**config.mk**
```make
export PLATFORM = sky130hd
export DESIGN_NAME = sound_level_average_threshold
export DESIGN_NICKNAME = d
export VERILOG_FILES = /design/src/hdl/slat_pkg.sv /design/src/hdl/slat_cell.sv /design/src/hdl/slat_ring.sv /design/src/hdl/slat_avg.sv /design/src/hdl/sound_level_average_threshold.sv
export SDC_FILE = /design/constraint.sdc
export NUM_CORES = 1
export LEC_CHECK = 0
export BUFFER_PORTS_ARGS = -buffer_cell sky130_fd_sc_hd__buf_2
export CORE_MARGIN = 3
export CORE_UTILIZATION = 62
export DETAILED_ROUTE_END_ITERATION = 10
export PLACE_DENSITY = 0.8
export SYNTH_ARGS = -nofsm -noshare
export SYNTH_HDL_FRONTEND = slang
export SYNTH_SLANG_ARGS = --single-unit
```
**constraint.sdc**
```tcl
create_clock -name i_clk -period 6.1 [get_ports i_clk]
set_input_delay 0.305 -clock i_clk [delete_from_list [all_inputs] [get_ports i_clk]]
set_output_delay 0.305 -clock i_clk [all_outputs]
set_load 0.005 [all_outputs]
```
**src/hdl/slat_pkg.sv**
```systemverilog
// ----------------------------------------------------------------------------
// Sound level average threshold: shared package
// Widths, derived constants and the stage records that are passed between
// the modules of the sound level boxcar averager.
// ----------------------------------------------------------------------------
`default_nettype none

package slat_pkg;

    // Number of cells in the boxcar window.
    localparam int SAMPLE_DEPTH = 16;

    // Field widths.
    localparam int MV_W      = 12;
    localparam int LEVEL_W   = 12;
    localparam int THR_W     = 12;
    localparam int LEVEL_MAX = 3276;

    // Running sum and scaled threshold widths.
    localparam int DEPTH_LOG = $clog2(SAMPLE_DEPTH);
    localparam int SUM_W     = $clog2(LEVEL_MAX * SAMPLE_DEPTH + 1);
    localparam int THRS_W    = THR_W + DEPTH_LOG;

    // Reciprocal for the exact floor(sum / SAMPLE_DEPTH).
    // The shift leaves at least log2(SAMPLE_DEPTH) guard bits above the sum
    // width, so the rounded-up reciprocal gives the exact quotient.
    localparam int AVG_SHIFT = SUM_W + DEPTH_LOG;
    localparam int RECIP_W   = SUM_W + 2;
    localparam int PROD_W    = SUM_W + RECIP_W;
    localparam longint unsigned AVG_RECIP =
        ((64'd1 << AVG_SHIFT) + SAMPLE_DEPTH - 1) / SAMPLE_DEPTH;

    // Configuration port.
    localparam int CFG_IDX_W = 1;

    typedef enum logic [CFG_IDX_W-1:0] {
        CFG_ENABLED   = 1'b0,
        CFG_THRESHOLD = 1'b1
    } t_cfg_index;

    typedef logic [LEVEL_W-1:0] t_level;
    typedef logic [SUM_W-1:0]   t_sum;
    typedef logic [THRS_W-1:0]  t_thr_scaled;

    // Converted request waiting to enter the cell chain.
    typedef struct packed {
        logic   store;
        t_level level;
    } t_s1;

    // Window state snapshot taken after the chain update.
    typedef struct packed {
        logic   accepted;
        t_level last_level;
        t_sum   sum;
    } t_s2;

endpackage

`default_nettype wire

```
**src/hdl/slat_cell.sv**
```systemverilog
// ----------------------------------------------------------------------------
// Sound level average threshold: window cell
// Holds one stored level and passes it on to the next cell on every shift.
// ----------------------------------------------------------------------------
`default_nettype none

module slat_cell import slat_pkg::*; (
    input  logic   i_clk,
    input  logic   i_rst_n,
    input  logic   i_shift,
    input  t_level i_level,
    output t_level o_level
);

    t_level r_level;

    // The window starts empty, so every cell clears to zero.
    always_ff @(posedge i_clk) begin
        if (!i_rst_n) begin
            r_level <= '0;
        end else if (i_shift) begin
            r_level <= i_level;
        end
    end

    assign o_level = r_level;

endmodule

`default_nettype wire

```
**src/hdl/slat_ring.sv**
```systemverilog
// ----------------------------------------------------------------------------
// Sound level average threshold: window chain and running sum
// A row of cells forms the boxcar window. A stored level enters the first
// cell while the oldest leaves the last one, and the running sum follows.
// ----------------------------------------------------------------------------
`default_nettype none

module slat_ring import slat_pkg::*; (
    input  logic i_clk,
    input  logic i_rst_n,
    input  logic i_load,
    input  logic i_s1_valid,
    input  t_s1  i_s1,
    output logic o_s2_valid,
    output t_s2  o_s2
);

    t_level w_tap [SAMPLE_DEPTH+1];
    logic   w_shift;
    t_sum   r_sum;
    t_sum   n_sum;
    logic   r_s2_valid;
    t_s2    r_s2;

    // The chain only moves for a request that is stored.
    assign w_shift  = i_load && i_s1_valid && i_s1.store;
    assign w_tap[0] = i_s1.level;

    for (genvar g = 0; g < SAMPLE_DEPTH; g++) begin : g_cell
        slat_cell u_cell (
            .i_clk   (i_clk),
            .i_rst_n (i_rst_n),
            .i_shift (w_shift),
            .i_level (w_tap[g]),
            .o_level (w_tap[g+1])
        );
    end

    // The new level replaces the oldest one in the sum.
    always_comb begin
        n_sum = r_sum;
        if (w_shift) begin
            n_sum = r_sum - SUM_W'(w_tap[SAMPLE_DEPTH]) + SUM_W'(i_s1.level);
        end
    end

    always_ff @(posedge i_clk) begin
        if (!i_rst_n) begin
            r_sum <= '0;
        end else begin
            r_sum <= n_sum;
        end
    end

    // Snapshot of the window as the request leaves the chain stage.
    always_ff @(posedge i_clk) begin
        if (!i_rst_n) begin
            r_s2_valid <= 1'b0;
        end else if (i_load) begin
            r_s2_valid <= i_s1_valid;
        end
    end

    always_ff @(posedge i_clk) begin
        if (i_load && i_s1_valid) begin
            r_s2.accepted   <= i_s1.store;
            r_s2.last_level <= i_s1.store ? i_s1.level : w_tap[1];
            r_s2.sum        <= n_sum;
        end
    end

    assign o_s2_valid = r_s2_valid;
    assign o_s2       = r_s2;

    // An empty sum means every cell, the oldest included, holds zero.
    a_sum_zero_oldest: assert property (@(posedge i_clk) disable iff (!i_rst_n)
        (r_sum == '0) |-> (w_tap[SAMPLE_DEPTH] == '0))
        else $error("running sum is zero while the oldest cell is not");

    // The sum never exceeds a full window of maximum levels.
    a_sum_bound: assert property (@(posedge i_clk) disable iff (!i_rst_n)
        r_sum <= SUM_W'(LEVEL_MAX * SAMPLE_DEPTH))
        else $error("running sum beyond a full window of maximum levels");

    // Without a shift the sum must hold.
    a_sum_hold: assert property (@(posedge i_clk) disable iff (!i_rst_n)
        !w_shift |=> $stable(r_sum))
        else $error("running sum changed without a stored level");

endmodule

`default_nettype wire

```
**src/hdl/slat_avg.sv**
```systemverilog
// ----------------------------------------------------------------------------
// Sound level average threshold: average and threshold output stage
// Divides the running sum by the window depth with a reciprocal multiply,
// compares it against the scaled threshold and holds the result.
// ----------------------------------------------------------------------------
`default_nettype none

module slat_avg import slat_pkg::*; (
    input  logic        i_clk,
    input  logic        i_rst_n,
    input  logic        i_load,
    input  logic        i_valid,
    input  t_s2         i_s2,
    input  t_thr_scaled i_thr_scaled,
    output logic        o_valid,
    output logic        o_accepted,
    output t_level      o_last_level,
    output t_level      o_average_level,
    output logic        o_over_threshold
);

    logic [PROD_W-1:0] w_prod;
    t_level            w_avg;
    logic              w_over;
    logic              r_valid;
    logic              r_accepted;
    t_level            r_last_level;
    t_level            r_avg;
    logic              r_over;

    // Exact floor division by the window depth.
    assign w_prod = PROD_W'(i_s2.sum) * PROD_W'(AVG_RECIP);
    assign w_avg  = LEVEL_W'(w_prod >> AVG_SHIFT);

    // Comparing the sum with threshold times depth is the exact average test.
    assign w_over = THRS_W'(i_s2.sum) > i_thr_scaled;

    always_ff @(posedge i_clk) begin
        if (!i_rst_n) begin
            r_valid <= 1'b0;
        end else if (i_load) begin
            r_valid <= i_valid;
        end
    end

    always_ff @(posedge i_clk) begin
        if (i_load && i_valid) begin
            r_accepted   <= i_s2.accepted;
            r_last_level <= i_s2.last_level;
            r_avg        <= w_avg;
            r_over       <= w_over;
        end
    end

    assign o_valid          = r_valid;
    assign o_accepted       = r_accepted;
    assign o_last_level     = r_last_level;
    assign o_average_level  = r_avg;
    assign o_over_threshold = r_over;

endmodule

`default_nettype wire

```
**src/hdl/sound_level_average_threshold.sv**
```systemverilog
// ----------------------------------------------------------------------------
// Sound level average threshold: top level
// Converts microphone readings to levels, keeps a boxcar window of the last
// stored levels and reports the average and a threshold flag per request.
// ----------------------------------------------------------------------------
// The block takes one request per clock while the input is not stalled and
// returns one result per request. Each request passes the registered
// stages in order: the millivolt-to-level converter register, the cell
// chain that shifts the window and updates the running sum, and the averaging
// multiplier register. The window cells clear at reset, so no clearing pass
// is needed and requests are taken from the first cycle after reset.
// Configuration writes are always ready and are meant to arrive only while
// no request is in flight.
`default_nettype none

module sound_level_average_threshold import slat_pkg::*; (
    input  logic                 i_clk,
    input  logic                 i_rst_n,
    input  logic                 i_in_valid,
    output logic                 o_in_stall,
    input  logic [MV_W-1:0]      i_sample_mv,
    output logic                 o_out_valid,
    input  logic                 i_out_stall,
    output logic                 o_accepted,
    output logic [LEVEL_W-1:0]   o_last_level_q4,
    output logic [LEVEL_W-1:0]   o_average_level_q4,
    output logic                 o_over_threshold,
    input  logic                 i_cfg_valid,
    output logic                 o_cfg_ready,
    input  logic [CFG_IDX_W-1:0] i_cfg_index,
    input  logic [THR_W-1:0]     i_cfg_data
);

    // Level = floor(mv * 4 / 5) through a rounded-up reciprocal of five.
    localparam int LVL_IN_W    = MV_W + 2;
    localparam int LVL_SHIFT   = LVL_IN_W + 3;
    localparam int LVL_RECIP   = ((1 << LVL_SHIFT) + 4) / 5;
    localparam int LVL_RECIP_W = $clog2(LVL_RECIP + 1);
    localparam int LVL_PROD_W  = LVL_IN_W + LVL_RECIP_W;

    logic                  r_enabled;
    t_thr_scaled           r_thr_scaled;
    logic                  r_s1_valid;
    t_s1                   r_s1;
    logic                  w_s2_valid;
    t_s2                   w_s2;
    logic                  w_adv1;
    logic                  w_adv2;
    logic                  w_adv3;
    logic                  w_accept;
    logic [LVL_IN_W-1:0]   w_mv4;
    logic [LVL_PROD_W-1:0] w_lvl_prod;
    t_level                w_level;

    // Configuration registers; the threshold is kept pre-scaled by the depth.
    assign o_cfg_ready = 1'b1;

    always_ff @(posedge i_clk) begin
        if (!i_rst_n) begin
            r_enabled    <= 1'b1;
            r_thr_scaled <= '0;
        end else if (i_cfg_valid) begin
            case (t_cfg_index'(i_cfg_index))
                CFG_ENABLED: begin
                    r_enabled <= i_cfg_data[0];
                end
                CFG_THRESHOLD: begin
                    r_thr_scaled <= THRS_W'(i_cfg_data) * THRS_W'(SAMPLE_DEPTH);
                end
                default: begin
                end
            endcase
        end
    end

    // Each stage moves when the stage after it is empty or moving.
    assign w_adv3     = !o_out_valid || !i_out_stall;
    assign w_adv2     = !w_s2_valid || w_adv3;
    assign w_adv1     = !r_s1_valid || w_adv2;
    assign o_in_stall = !w_adv1;
    assign w_accept   = i_in_valid && w_adv1;

    // Millivolt to 1/16 dB conversion.
    assign w_mv4      = {i_sample_mv, 2'b00};
    assign w_lvl_prod = LVL_PROD_W'(w_mv4) * LVL_PROD_W'(LVL_RECIP);
    assign w_level    = LEVEL_W'(w_lvl_prod >> LVL_SHIFT);

    // Converter register.
    always_ff @(posedge i_clk) begin
        if (!i_rst_n) begin
            r_s1_valid <= 1'b0;
        end else if (w_adv1) begin
            r_s1_valid <= i_in_valid;
        end
    end

    always_ff @(posedge i_clk) begin
        if (w_accept) begin
            r_s1.store <= r_enabled;
            r_s1.level <= w_level;
        end
    end

    // Window chain and running sum.
    slat_ring u_ring (
        .i_clk      (i_clk),
        .i_rst_n    (i_rst_n),
        .i_load     (w_adv2),
        .i_s1_valid (r_s1_valid),
        .i_s1       (r_s1),
        .o_s2_valid (w_s2_valid),
        .o_s2       (w_s2)
    );

    // Average, threshold test and result register.
    slat_avg u_avg (
        .i_clk            (i_clk),
        .i_rst_n          (i_rst_n),
        .i_load           (w_adv3),
        .i_valid          (w_s2_valid),
        .i_s2             (w_s2),
        .i_thr_scaled     (r_thr_scaled),
        .o_valid          (o_out_valid),
        .o_accepted       (o_accepted),
        .o_last_level     (o_last_level_q4),
        .o_average_level  (o_average_level_q4),
        .o_over_threshold (o_over_threshold)
    );

    // Input stalls only when every stage holds a request and the output waits.
    a_stall_full: assert property (@(posedge i_clk) disable iff (!i_rst_n)
        o_in_stall |-> (r_s1_valid && w_s2_valid && o_out_valid && i_out_stall))
        else $error("input stalled while the pipeline has room");

endmodule

`default_nettype wire
```
==> impl_metrics.yaml, run 1 <==
floorplanning:
  ios: 59
  core_um2: 22200
  die_height_um: 157
  row_count: 54
  dieArea_um2: 24700
  start_util: 0.640
  die_w_um: 157
sta:
  period_needed_ns: 4.26
  slew_violations: 0
  fin_ws_ns: 1.84
  tightest_slew_ns: 0.945
  rsz0062_at_grt: "false"
  skew_ns: 0.0100
  setup_viol: 0
  hold_violations: 0
  fin_setup_tns_ns: 0
  slew_headroom: 0.370
  fmax_mhz: 234
  min_period_over_period: 0.699
place:
  hpwl_um: 18500
  dp_slack_ns: 1.27
  io_buffer_count: 57
  routabilityCongestion: 0.877
  dp.cells: 1844
  placed_cell_area_um2: 14600
critical_path:
  critPathMaxStageDelay_ns: 0.55
  critPathMaxFanout: 5
  critPathLaunch: "i_sample_mv[9]"
  crit_path_start_kind: "input port"
  cp.arrival_ns: 4.64
  endpoint_kind: "flop"
  crit_path_cell_trace: "buf_2 > fa_1 > inv_1 > fa_1 > fa_1 > fa_1 > fa_1 > inv_1 > ha_1 > a21oi_1 > nor3b_1 > o2111ai_1 > nand2_1 > nand3_1 > a221oi_1"
  crit_type: "input port to flop"
  crit_required_ns: 6.47
  path_delay_family: "adder cells"
  worst-path-buf-inv: 3
  crit_top_cell: "fa_1"
  critPathSlowestCell: "fa_1"
  r2r-start: "r_s1[9]"
final_layout:
  drive_gt1_frac: 0.0824
  finish.utilization: 0.705
  n_fill_cell: 1725
  finalInstanceArea_um2: 15600
  layout.nets: 1796
  diodes: 0
  finalNonFillerCells: 1907
  register_area_um2: 6530
  multi_input_area_um2: 6740
  layout-area-overhead-vs-synth_pct: 10.2
global_routing:
  grt_pass1_wl_um: 44900
  grt_pass1_vias: 9608
  gr-usage-all-layers: 0.219
  antenna_found_initial: 0
  globalRoute.totalOverflow: 0
  grt_start_max_net_pins: 126
outcome:
  status: "completed"
logic_synthesis:
  synth_top_area_cell: "dfxtp_1"
  synth.area.top_cells: "dfxtp_1 32%, edfxtp_1 14%, nand2_1 12%"
  synth_most_common_cell: "nand2_1"
  avgSynthCellArea_um2: 9.01
  synth_top_area_share: 0.316
  synthTopCellsByCount: "445 x nand2_1, 245 x a21oi_1, 224 x dfxtp_1"
  synth_edf_count: 68
  syn_inst: 1574
  synth-seq-cells: 292
  syn_area_um2: 14200
  ys.flop_type: "dfxtp_1"
  async_flop_share: 0
  synth-seq-area-share: 0.460
  synth-warning-count: 0
  synth_cell_type_count: 59
  synth_nets: 1765
worst_hold_path:
  worstHoldPathType: "input port to flop"
  holdCritStartpoint: "i_cfg_data[9]"
drt:
  dr.first_iter.drc_count: 595
  routed_wl_um: 27100
  wl_per_cell_um: 14.2
  first_pass_iters: 5
  wl_met3_um: 1010
  wl_met1_um: 12100
  drc: 0
  route.met2.wl_um: 13500
  highest_layer: "met4"
  dr_total_vias: 10200
  vias_per_cell: 5.33
  ant_nets: 0
power_and_ir_drop:
  vdd_drop_max_mv: 0.244
  p_leak_uw: 0.00619
  cellPowerDensity_nw_per_um2: 423
clock_tree:
  cts_sinks: 292
  htree_num_levels: 1
  cts_made_buffers: 29
  clkTransAtPathRegs_ns: 0.06
  cts_tree: "done"
  clock_latency_ns: 0.55
  clk_path_buf_depth: 3
  cts_root_buffer: "clkbuf_16"
  cts_resized: 0
  post-cts-setup-buffers: 0
job:
  maxCapViolations: 0
-- worst register-to-register path: stages, from the launching register on --
cell,delay (ns)
edfxtp_1,0.45
inv_1,0.09
fa_1,0.54
inv_1,0.05
ha_1,0.36
a2111oi_0,0.66
a21o_2,0.30
mux2_4,0.33
a211oi_2,0.22
-- layout make-up --
class | instances | area share
clock buffers | 39 | 0.0514
clock inverters | 14 | 0.00913
inverters | 157 | 0.0380
multi-input cells | 1048 | 0.432
flip-flops and latches | 292 | 0.418
well taps | 280 | 0.0224
repair buffers | 77 | 0.0295
-- per-stage QoR --
step,hold WS [ns],power [uW]
final,0.0186,6610
after global routing,0.0274,7110
after CTS,0.000706,6640
after detailed placement,0.405,4870
after global placement,0.404,4820
after floorplan,0.400,4320
-- report_power, final --
part           switching [uW]  total [uW]  leakage (uW)  internal (uW)
clock                     733        1750      0.000457           1010
combinational            1510        2580       0.00329           1070
sequential               79.8        2280       0.00245           2200
total                    2330        6610       0.00619           4280
-- routing by layer --
layer	vias up	track usage
li1	5203	-
met1	4743	0.290
met2	178	0.385
met3	46	0.0278
met4	0	0.0529
met5	-	0
-- registers in the layout, summed over array words and instances, names as in the netlist, 12 cells and up --
signal                        count
r_s1                             13
r_thr_scaled                     12
u_avg.o_average_level            12
u_avg.o_last_level               12
u_ring.g_cell.u_cell.o_level    192
u_ring.o_s2                      29
u_ring.r_sum                     16
-- final timing paths --
kind / end / cells past startpoint / slack, ns
setup / recovery: r_s1[10] / 15 / 1.84
hold / removal: r_thr_scaled[13] / 3 / 0.02
hold reg to reg: u_avg.o_last_level[1] / 0 / 0.42
setup reg to reg: u_ring.r_sum[14] / 8 / 3.02
-- timing repair --
action,in CTS,in global routing
setup endpoints to repair,0,0
endpoints found under the hold margin,11,0
hold buffers,10,0
-- logic make-up after synthesis --
kind of cell	count (synthesis)	share of synthesized area
xor gates and xnor gates	20	0.0124
other	1	0.000265
muxes	18	0.0142
buffers and inverters	234	0.0650
AOI/OAI and AO/OA	321	0.124
adders and majority gates	161	0.174
and+or+nand+nor	527	0.150
DFF	292	0.460
-- cell usage in the layout, fill, tap and decap left out, types with 9 or more instances in the layout --
cell           Yosys  layout
and2_1            12      12
a21o_1            11      11
o21ai_0           15      15
mux2_2            12      12
buf_4              1      10
inv_1            156     156
fa_1              60      60
nand2_1          445     444
xor2_1             9       9
clkbuf_16          0      29
dfxtp_1          224     224
nor2_1            23      23
xnor2_1           11      11
edfxtp_1          68      68
a21oi_1          245     245
nand3_1           13      13
ha_1             101     101
o21ai_1           10      10
buf_2             31      57
dlygate4sd3_1      0      10
Power figures use the tool's default switching activity.
==> run 2: changes to the inputs <==
CORE_UTILIZATION = 56   (was 62)
PLACE_DENSITY = 0.76   (was 0.8)
clock period = 3.5 ns   (was 6.1 ns; I/O delays follow)
==> impl_metrics.yaml, run 2 (synthesized netlist as in run 1, its figures left out) <==
clock_tree:
  htree_num_levels: 1
  cts_root_buffer: "clkbuf_16"
  cts_tree: "done"
  clkTransAtPathRegs_ns: 0.07
  cts_sinks: 292
  cts_made_buffers: 29
  clk_path_buf_depth: 3
  clock_latency_ns: 0.56
global_routing:
  grt_start_max_net_pins: 100
  grt_pass1_wl_um: 49200
  antenna_found_initial: 0
  gr-usage-all-layers: 0.219
  globalRoute.totalOverflow: 0
  grt_pass1_vias: 10600
floorplanning:
  row_count: 57
  ios: 59
  die_height_um: 165
  core_um2: 24600
  die_w_um: 165
  dieArea_um2: 27300
  start_util: 0.576
critical_path:
  crit_type: "input port to flop"
  endpoint_kind: "flop"
  ff2ff_setup_slack_ns: 0.50
  r2r-start: "r_s1[9]"
  crit_path_cell_trace: "buf_8 > fa_1 > inv_1 > fa_2 > fa_2 > fa_2 > fa_1 > inv_2 > ha_4 > a21oi_4 > nor3b_4 > o2111ai_2 > nand2_2 > a2111o_1 > nand3_1"
  critPathMaxStageDelay_ns: 0.55
  critPathLaunch: "i_sample_mv[9]"
  critPathSlowestCell: "fa_2"
  crit_required_ns: 3.91
  timing.rr.end: "u_ring.o_s2[14]"
  endpoint: "r_s1[11]"
  cp.arrival_ns: 4.18
  critPathMaxFanout: 4
  crit_top_cell: "fa_2"
  r2r_cells: 8
  crit_path_start_kind: "input port"
sta:
  rsz0062_at_grt: "true"
  setup_viol: 11
  min_period_over_period: 1.08
  fmax_mhz: 266
  hold_slack_ns: 0.0220
  hold_violations: 0
  fin_setup_tns_ns: -2.22
  tightest_slew_ns: 0.782
  period_needed_ns: 3.76
  fin_ws_ns: -0.265
  skew_ns: 0.0156
  slew_headroom: 0.478
  slew_violations: 0
power_and_ir_drop:
  finalPower_uw: 13400
  vdd_drop_max_mv: 0.664
  cellPowerDensity_nw_per_um2: 795
  p_leak_uw: 0.00668
place:
  routabilityCongestion: 0.859
  io_buffer_count: 57
  placed_cell_area_um2: 15400
  hpwl_um: 19900
drt:
  first_pass_iters: 7
  routed_wl_um: 29700
  wl_per_cell_um: 14.6
  dr_total_vias: 10700
  ant_nets: 0
  vias_per_cell: 5.24
  drc: 0
  dr.first_iter.drc_count: 737
final_layout:
  finalInstanceArea_um2: 16800
  layout-area-overhead-vs-synth_pct: 18.8
  drive_gt1_frac: 0.165
  final_cell_mix: "440 x nand2_1, 235 x a21oi_1, 224 x dfxtp_1, 146 x inv_1, 87 x buf_4"
  layout.nets: 1882
  layout_commonest_cell: "nand2_1"
  largest_register_ffs: 192
  diodes: 0
outcome:
  failed_checks: "setup timing"
  status: "complete, but fails checks"
worst_hold_path:
  worstHoldPathType: "input port to flop"
job:
  maxCapViolations: 0
[run 2: where the power goes]
| part | switching (uW) | internal [uW] | leakage, uW | total (uW) |
|---|---|---|---|---|
| Clock | 1290 | 1740 | 0.000460 | 3030 |
| Sequential | 141 | 3830 | 0.00245 | 3970 |
| Combinational | 3460 | 2930 | 0.00376 | 6390 |
[run 2: critical path: cells and delay by family]
kind                     cells  cell delay [ns]
AO/OA/AOI/OAI                3             0.76
buffers and inverters        3             0.24
AND/OR/NAND/NOR              3             0.27
adder cells (fa/ha/maj)      6             2.73
[run 2: cell type report]
type | count | area, um^2
Multi-Input combinational cell | 1048 | 7190
Timing Repair Buffer | 163 | 1180
Sequential cell | 292 | 6530
Clock inverter | 12 | 119
Fill cell | 1893 | 7760
Clock buffer | 41 | 831
Inverter | 157 | 594
Tap cell | 324 | 405
[run 2: repair_timing]
item,in CTS,in global routing
hold buffers,16,0
pin swaps,25,30
setup buffers,4,1
endpoints found under the hold margin,15,0
endpoints found under the setup margin,12,12
gates resized for setup,41,31
[run 2: layer usage]
layer | GRT usage | wire, um | up-vias
li1 | - | - | 5368
met1 | 0.265 | 12600 | 5067
met2 | 0.398 | 15200 | 183
met3 | 0.0304 | 1040 | 55
met4 | 0.0747 | 844 | 0
met5 | 0 | 0 | -
[run 2: how the worst min path moves through the flow]
stage                          start  cells past startpoint               end  slack (ns)
final                        i_rst_n                      3  u_ring.r_sum[15]        0.02
after global routing         i_rst_n                      3  u_ring.r_sum[15]        0.04
after global placement    i_in_valid                      3        r_s1_valid        0.40
after CTS                    i_rst_n                      3  u_ring.r_sum[15]        0.02
after detailed placement  i_in_valid                      3        r_s1_valid        0.40
after floorplan           i_in_valid                      2        r_s1_valid        0.30
[run 2: through the flow]
step,setup WS [ns],util,cells
floorplan,-0.538,-,1574
global placement,-0.850,0.625,1964
detailed placement,-0.898,0.625,1964
CTS,-0.234,0.680,2036
global route,-0.380,0.685,2037
finish,-0.265,0.685,2037
